<file path="src/rtl/csic_pkg.sv">
// shared types, codes and constants for the cpu subset instruction core
// used by the controller, the datapath, the top level and the checker
// depends on nothing
package csic_pkg;

  // default address width of the byte memory
  localparam int unsigned ADDR_BITS_DEF = 16;

  // command codes of an input word
  localparam logic [1:0] CMD_WRITE = 2'd0;
  localparam logic [1:0] CMD_READ  = 2'd1;
  localparam logic [1:0] CMD_EXEC  = 2'd2;

  // implemented opcodes
  localparam logic [7:0] OP_LDX_IMM  = 8'hA2;
  localparam logic [7:0] OP_LDA_ABSX = 8'hBD;
  localparam logic [7:0] OP_BEQ      = 8'hF0;
  localparam logic [7:0] OP_STA_ABS  = 8'h8D;
  localparam logic [7:0] OP_INX      = 8'hE8;
  localparam logic [7:0] OP_JMP_ABS  = 8'h4C;
  localparam logic [7:0] OP_BRK      = 8'h00;

  // status flag masks
  localparam logic [7:0] FLAG_N = 8'h80;
  localparam logic [7:0] FLAG_B = 8'h10;
  localparam logic [7:0] FLAG_I = 8'h04;
  localparam logic [7:0] FLAG_Z = 8'h02;

  // fixed addresses and reset values
  localparam logic [15:0] STACK_BASE = 16'h0100;
  localparam logic [15:0] VEC_RESET  = 16'hFFFC;
  localparam logic [15:0] VEC_IRQ    = 16'hFFFE;
  localparam logic [7:0]  SP_RESET   = 8'hFD;

  // memory address source
  typedef enum logic [3:0] {
    AS_CLR,
    AS_ITEM,
    AS_PC0,
    AS_PC1,
    AS_PC2,
    AS_ABS,
    AS_ABSX,
    AS_STACK,
    AS_VECLO,
    AS_VECHI
  } addr_sel_e;

  // memory write data source
  typedef enum logic [2:0] {
    WD_ZERO,
    WD_ITEM,
    WD_ACC,
    WD_PCH,
    WD_PCL,
    WD_PSTAT
  } wdat_sel_e;

  // register update selected by the controller
  typedef enum logic [3:0] {
    RO_NONE,
    RO_LDX,
    RO_BEQ,
    RO_INX,
    RO_HALT,
    RO_JMP,
    RO_LDA,
    RO_STA,
    RO_PUSH,
    RO_PUSHP,
    RO_CAP_RD
  } reg_op_e;

  // controller to datapath commands
  typedef struct packed {
    addr_sel_e addr_sel;
    logic      mem_we;
    wdat_sel_e wdat_sel;
    logic      take_item;
    logic      lat_op;
    logic      lat_lo;
    logic      lat_hi;
    reg_op_e   reg_op;
    logic      load_out;
    logic      clr_step;
  } csic_cmd_t;

  // datapath to controller status
  typedef struct packed {
    logic       clr_last;
    logic       halted;
    logic [7:0] opcode;
    logic       out_busy;
  } csic_stat_t;

  // command with nothing to do
  localparam csic_cmd_t CMD_NOP = '{
    addr_sel:  AS_PC0,
    mem_we:    1'b0,
    wdat_sel:  WD_ZERO,
    take_item: 1'b0,
    lat_op:    1'b0,
    lat_lo:    1'b0,
    lat_hi:    1'b0,
    reg_op:    RO_NONE,
    load_out:  1'b0,
    clr_step:  1'b0
  };

endpackage

</file>
<file path="src/rtl/csic_ctrl.sv">
// controller of the cpu subset core: sequences the clearing pass, the
// memory commands and the instruction steps over the shared memory port
// depends on csic_pkg
module csic_ctrl (
  input  logic                  clk_i,
  input  logic                  rst_ni,
  input  logic                  in_valid_i,
  input  logic [1:0]            cmd_i,
  input  csic_pkg::csic_stat_t  stat_i,
  output logic                  in_stall_o,
  output csic_pkg::csic_cmd_t   ctrl_o
);

  typedef enum logic [4:0] {
    S_CLEAR,
    S_IDLE,
    S_WRITE,
    S_READ,
    S_RDCAP,
    S_FETCH,
    S_OPC,
    S_DEC,
    S_HI,
    S_ABSX,
    S_LDA,
    S_STA,
    S_PUSH2,
    S_PUSH3,
    S_VECLO,
    S_VECHI,
    S_VECLD,
    S_DONE
  } state_e;

  state_e state_q;
  state_e state_d;

  // state register
  always_ff @(posedge clk_i or negedge rst_ni) begin
    if (!rst_ni) begin
      state_q <= S_CLEAR;
    end else begin
      state_q <= state_d;
    end
  end

  assign in_stall_o = (state_q != S_IDLE);

  // next state and datapath commands
  always_comb begin
    state_d = state_q;
    ctrl_o  = csic_pkg::CMD_NOP;
    case (state_q)
      S_CLEAR: begin
        ctrl_o.addr_sel = csic_pkg::AS_CLR;
        ctrl_o.mem_we   = 1'b1;
        ctrl_o.wdat_sel = csic_pkg::WD_ZERO;
        ctrl_o.clr_step = 1'b1;
        if (stat_i.clr_last) state_d = S_IDLE;
      end
      S_IDLE: begin
        if (in_valid_i) begin
          ctrl_o.take_item = 1'b1;
          case (cmd_i)
            csic_pkg::CMD_WRITE: state_d = S_WRITE;
            csic_pkg::CMD_READ:  state_d = S_READ;
            csic_pkg::CMD_EXEC:  state_d = stat_i.halted ? S_DONE : S_FETCH;
            default:             state_d = S_DONE;
          endcase
        end
      end
      S_WRITE: begin
        ctrl_o.addr_sel = csic_pkg::AS_ITEM;
        ctrl_o.mem_we   = 1'b1;
        ctrl_o.wdat_sel = csic_pkg::WD_ITEM;
        state_d         = S_DONE;
      end
      S_READ: begin
        ctrl_o.addr_sel = csic_pkg::AS_ITEM;
        state_d         = S_RDCAP;
      end
      S_RDCAP: begin
        ctrl_o.reg_op = csic_pkg::RO_CAP_RD;
        state_d       = S_DONE;
      end
      S_FETCH: begin
        ctrl_o.addr_sel = csic_pkg::AS_PC0;
        state_d         = S_OPC;
      end
      // opcode arrives, first operand byte requested
      S_OPC: begin
        ctrl_o.lat_op   = 1'b1;
        ctrl_o.addr_sel = csic_pkg::AS_PC1;
        state_d         = S_DEC;
      end
      // decode with the first operand byte on the read port
      S_DEC: begin
        case (stat_i.opcode)
          csic_pkg::OP_LDX_IMM: begin
            ctrl_o.reg_op = csic_pkg::RO_LDX;
            state_d       = S_DONE;
          end
          csic_pkg::OP_BEQ: begin
            ctrl_o.reg_op = csic_pkg::RO_BEQ;
            state_d       = S_DONE;
          end
          csic_pkg::OP_INX: begin
            ctrl_o.reg_op = csic_pkg::RO_INX;
            state_d       = S_DONE;
          end
          csic_pkg::OP_LDA_ABSX, csic_pkg::OP_STA_ABS, csic_pkg::OP_JMP_ABS: begin
            ctrl_o.lat_lo   = 1'b1;
            ctrl_o.addr_sel = csic_pkg::AS_PC2;
            state_d         = S_HI;
          end
          csic_pkg::OP_BRK: begin
            ctrl_o.addr_sel = csic_pkg::AS_STACK;
            ctrl_o.mem_we   = 1'b1;
            ctrl_o.wdat_sel = csic_pkg::WD_PCH;
            ctrl_o.reg_op   = csic_pkg::RO_PUSH;
            state_d         = S_PUSH2;
          end
          default: begin
            ctrl_o.reg_op = csic_pkg::RO_HALT;
            state_d       = S_DONE;
          end
        endcase
      end
      // high operand byte on the read port
      S_HI: begin
        if (stat_i.opcode == csic_pkg::OP_JMP_ABS) begin
          ctrl_o.reg_op = csic_pkg::RO_JMP;
          state_d       = S_DONE;
        end else begin
          ctrl_o.lat_hi = 1'b1;
          state_d       = (stat_i.opcode == csic_pkg::OP_LDA_ABSX) ? S_ABSX : S_STA;
        end
      end
      S_ABSX: begin
        ctrl_o.addr_sel = csic_pkg::AS_ABSX;
        state_d         = S_LDA;
      end
      S_LDA: begin
        ctrl_o.reg_op = csic_pkg::RO_LDA;
        state_d       = S_DONE;
      end
      S_STA: begin
        ctrl_o.addr_sel = csic_pkg::AS_ABS;
        ctrl_o.mem_we   = 1'b1;
        ctrl_o.wdat_sel = csic_pkg::WD_ACC;
        ctrl_o.reg_op   = csic_pkg::RO_STA;
        state_d         = S_DONE;
      end
      // break: remaining pushes then the irq vector
      S_PUSH2: begin
        ctrl_o.addr_sel = csic_pkg::AS_STACK;
        ctrl_o.mem_we   = 1'b1;
        ctrl_o.wdat_sel = csic_pkg::WD_PCL;
        ctrl_o.reg_op   = csic_pkg::RO_PUSH;
        state_d         = S_PUSH3;
      end
      S_PUSH3: begin
        ctrl_o.addr_sel = csic_pkg::AS_STACK;
        ctrl_o.mem_we   = 1'b1;
        ctrl_o.wdat_sel = csic_pkg::WD_PSTAT;
        ctrl_o.reg_op   = csic_pkg::RO_PUSHP;
        state_d         = S_VECLO;
      end
      S_VECLO: begin
        ctrl_o.addr_sel = csic_pkg::AS_VECLO;
        state_d         = S_VECHI;
      end
      S_VECHI: begin
        ctrl_o.lat_lo   = 1'b1;
        ctrl_o.addr_sel = csic_pkg::AS_VECHI;
        state_d         = S_VECLD;
      end
      S_VECLD: begin
        ctrl_o.reg_op = csic_pkg::RO_JMP;
        state_d       = S_DONE;
      end
      // hand the result to the output register once it is free
      S_DONE: begin
        if (!stat_i.out_busy) begin
          ctrl_o.load_out = 1'b1;
          state_d         = S_IDLE;
        end
      end
      default: begin
        state_d = S_IDLE;
      end
    endcase
  end

endmodule

</file>
<file path="config.mk">
export PLATFORM = sky130hd
export DESIGN_NAME = csic_ctrl
export DESIGN_NICKNAME = d
export VERILOG_FILES = /design/src/rtl/csic_pkg.sv /design/src/rtl/csic_ctrl.sv
export SDC_FILE = /design/constraint.sdc
export NUM_CORES = 1
export LEC_CHECK = 0
export ABC_AREA = 1
export BUFFER_PORTS_ARGS = -buffer_cell sky130_fd_sc_hd__buf_2
export CAP_MARGIN = 20
export CORE_AREA = 2 2 51 62
export CTS_CLUSTER_SIZE = 24
export DETAILED_ROUTE_END_ITERATION = 8
export DIE_AREA = 0 0 53 64
export RECOVER_POWER = 100
export SYNTH_ARGS = -nofsm -noshare
export SYNTH_HDL_FRONTEND = slang
export SYNTH_SLANG_ARGS = --single-unit
</file>
<file path="constraint.sdc">
create_clock -name clk_i -period 2.56 [get_ports clk_i]
set_clock_uncertainty 0.15 [all_clocks]
set_input_delay 0.384 -clock clk_i [delete_from_list [all_inputs] [get_ports clk_i]]
set_output_delay 0.384 -clock clk_i [all_outputs]
set_load 0.05 [all_outputs]
</file>
==> results by group <==
Routing
  • Drt wl/cell: 11.8 µm
  • Vias/cell: 5.04
  • Drt initial violations: 33
  • Vias: around 1200
  • Total Wirelength: 2.90 mm
  • DRC errors left: 0
  • Initial DRT Pass Iterations: 4
  • Final ANT Viol Nets: 0

Floorplanning
  • Core region area: between 2000 and 3000 µm²
  • Die Footprint: 3390 µm²
  • Row cnt: 21
  • Die X-Extent: 53 µm
  • Initial Util: between 30% and 40%
  • Die Y: 64 µm
  • Io pins: 35

Timing
  • Worst-Margin Slew: slightly below 0.6 ns
  • Part of the cycle the worst path needs: between 90 and 100%
  • Rel. slew slack: between 60% and 70%
  • Final TNS setup: 0 ns
  • Final Hold Vio Count: 0
  • Tmin final: 2.46 ns
  • Finish-stage setup viols: 0
  • Final max-slew violation count: 0
  • Max frequency: ~400 MHz
  • RSZ-0062 raised after global routing: false

Run status
  • Outcome: complete, no violations

Yosys
  • Yosys reg bits: 5
  • Cells after synthesis: 174
  • Syn avg cell area: 5.42 µm²
  • Ys Warns: 0
  • Area share of the largest cell type after synthesis: ~16%
  • Post-Syn Area: between 900 and 1000 µm²
  • Area leader, netlist: nand2_1
  • Synth top area cells: nand2_1 (16%), dfrtp_1 (13%), nand3_1 (11%)
  • Post-synth net total: 190
  • Yosys cell types: 22
  • Sequential cell area fraction in the yosys report: 13.3%

Pwr
  • VDD IR-drop max: 0.634 mV
  • Leakage: ~0.75 nW
  • Pwr Density: ~1000 nW/µm²

Place
  • Port bufs: 34
  • HPWL after DPL: between 2 and 2.5 mm
  • Cell Area, Placed: 1160 µm²
  • Gpl congestion: roughly 0.89

Layout
  • Largest register FFs: 5
  • Fin util: between 40% and 50%
  • Finished Cell Area: 1180 µm²
  • Most frequent cells in the layout: nand2_1 (40), nor2_1 (29), inv_1 (26), nand3_1 (21), buf_2 (19)
  • Multi-input logic area: between 600 and 700 µm²
  • Biggest register: state_q
  • Ant diodes: 0
  • Nets: 230
  • Commonest non-fill, non-tap cell in the layout: nand2_1
  • Area growth syn-to-layout: 24.8%
  • Filler cell count: between 300 and 400
  • Reg area: 125 µm²
  • Layout cell share with drive strength beyond 1: ~28%
  • Largest regs: state_q x5

Setup path
  • CP Class: reg -> out
  • R2R cell count: 8
  • CP Launch Point: state_q[0]$_DFFE_PN0P_
  • Reg-to-Reg End: state_q[2]$_DFFE_PN0P_
  • Crit end category: output port
  • Startpoint types: flip-flop
  • Crit path capture: ctrl_o[15]
  • Reg2reg setup slack: roughly 0.7 ns
  • Worst EP arrival: just under 2 ns
  • Critical path peak fanout: 6
  • CP required: about 2.0 ns
  • RR Startpoint: state_q[0]$_DFFE_PN0P_

GRT
  • GRT overflow: 0
  • Global-route usage over all layers: 18.4%
  • Largest net degree at the start of global routing: 10
  • Initial antenna violation count: 0
  • Vias in the first global route: 1142
  • First-pass GRT wire length: about 4.8 mm

Clocking
  • Clock buffer depth: 2
  • H-tree Lvls: 1
  • Setup Buffers After CTS: 0
  • Clk Latency, worst-skew pair: between 0.2 and 0.3 ns
  • CTS clock-pin slew for the worst setup and hold paths: about 0.050 ns
  • Clock sinks: 5
  • Clk Tree Root Cell: clkbuf_4
  • Total CTS buffers: 3
  • CTS tree: built

Hold path
  • Hold Crit Class: in -> reg
  • Hold Startpoint: stat_i[0]

Flow run
  • Max-cap violations: 0
worst min path at each step:
| stage | depth (start not counted) | slack, ns | endpoint |
|---|---|---|---|
| after floorplan | 0 | -0.06 | state_q[0]$_DFFE_PN0P_ |
| after CTS | 3 | 0.30 | state_q[4]$_DFFE_PN0P_ |
| after global placement | 1 | 0.05 | state_q[0]$_DFFE_PN0P_ |
| after detailed placement | 1 | 0.05 | state_q[4]$_DFFE_PN0P_ |
| final | 3 | 0.30 | state_q[4]$_DFFE_PN0P_ |
| after global routing | 3 | 0.31 | state_q[4]$_DFFE_PN0P_ |
power by group:
group / internal [mW] / switching, mW
clock: 0.0591 / 0.0347
combinational: 0.250 / 0.715
sequential: 0.109 / 0.0541
synth_stat cells, drive strengths merged:
library cell	instances
inv	33
a31oi	3
clkinv	1
nand2	46
nand3	23
o22ai	1
a21oi	5
nor2	38
nor3	8
nand4	7
o21ai	3
and2	1
dfrtp	5
worst max-delay path: stages, from the launching register on:
cell	delay, ns
dfrtp_1	0.45
nor2_1	0.30
nand2_4	0.10
nor2_1	0.34
nor3_1	0.12
nand4_1	0.10
nand3_1	0.07
buf_2	0.21
final cells by class:
class                           count  share of cell area [%]
Clock buffer                        4                    2.23
Inverter                           34                    10.8
Multi-Input combinational cell    135                    57.7
Sequential cell                     5                    10.6
Tap cell                           34                    3.61
Timing Repair Buffer               35                    15.0
metrics by stage:
| stage | worst slack (ns) | power, mW | hold slack [ns] | std cells |
|---|---|---|---|---|
| after floorplan | 0.0187 | 0.935 | -0.0616 | 174 |
| after global placement | 0.339 | 1.16 | 0.0512 | 242 |
| after detailed placement | 0.355 | 1.14 | 0.0495 | 242 |
| after CTS | 0.170 | 1.25 | 0.301 | 247 |
| after global routing | 0.0221 | 1.32 | 0.311 | 247 |
| final | 0.0990 | 1.22 | 0.302 | 247 |
metal layers:
layer	wire [µm]	global-route usage (%)
met1	1180	21.2
met2	1620	34.8
met3	85	2.10
met4	16	3.85
met5	0	0
cell families after synthesis:
family,share of synthesized area [%]
and+or+nand+nor,65.5
buffers and inverters,13.5
AOI/OAI and AO/OA,7.69
DFF,13.3
what timing repair did:
action / CTS / global route
endpoints found under the hold margin: 5 / 0
hold buffers: 1 / 0
gates resized for setup: 0 / 0
Power figures use the tool's default switching activity.
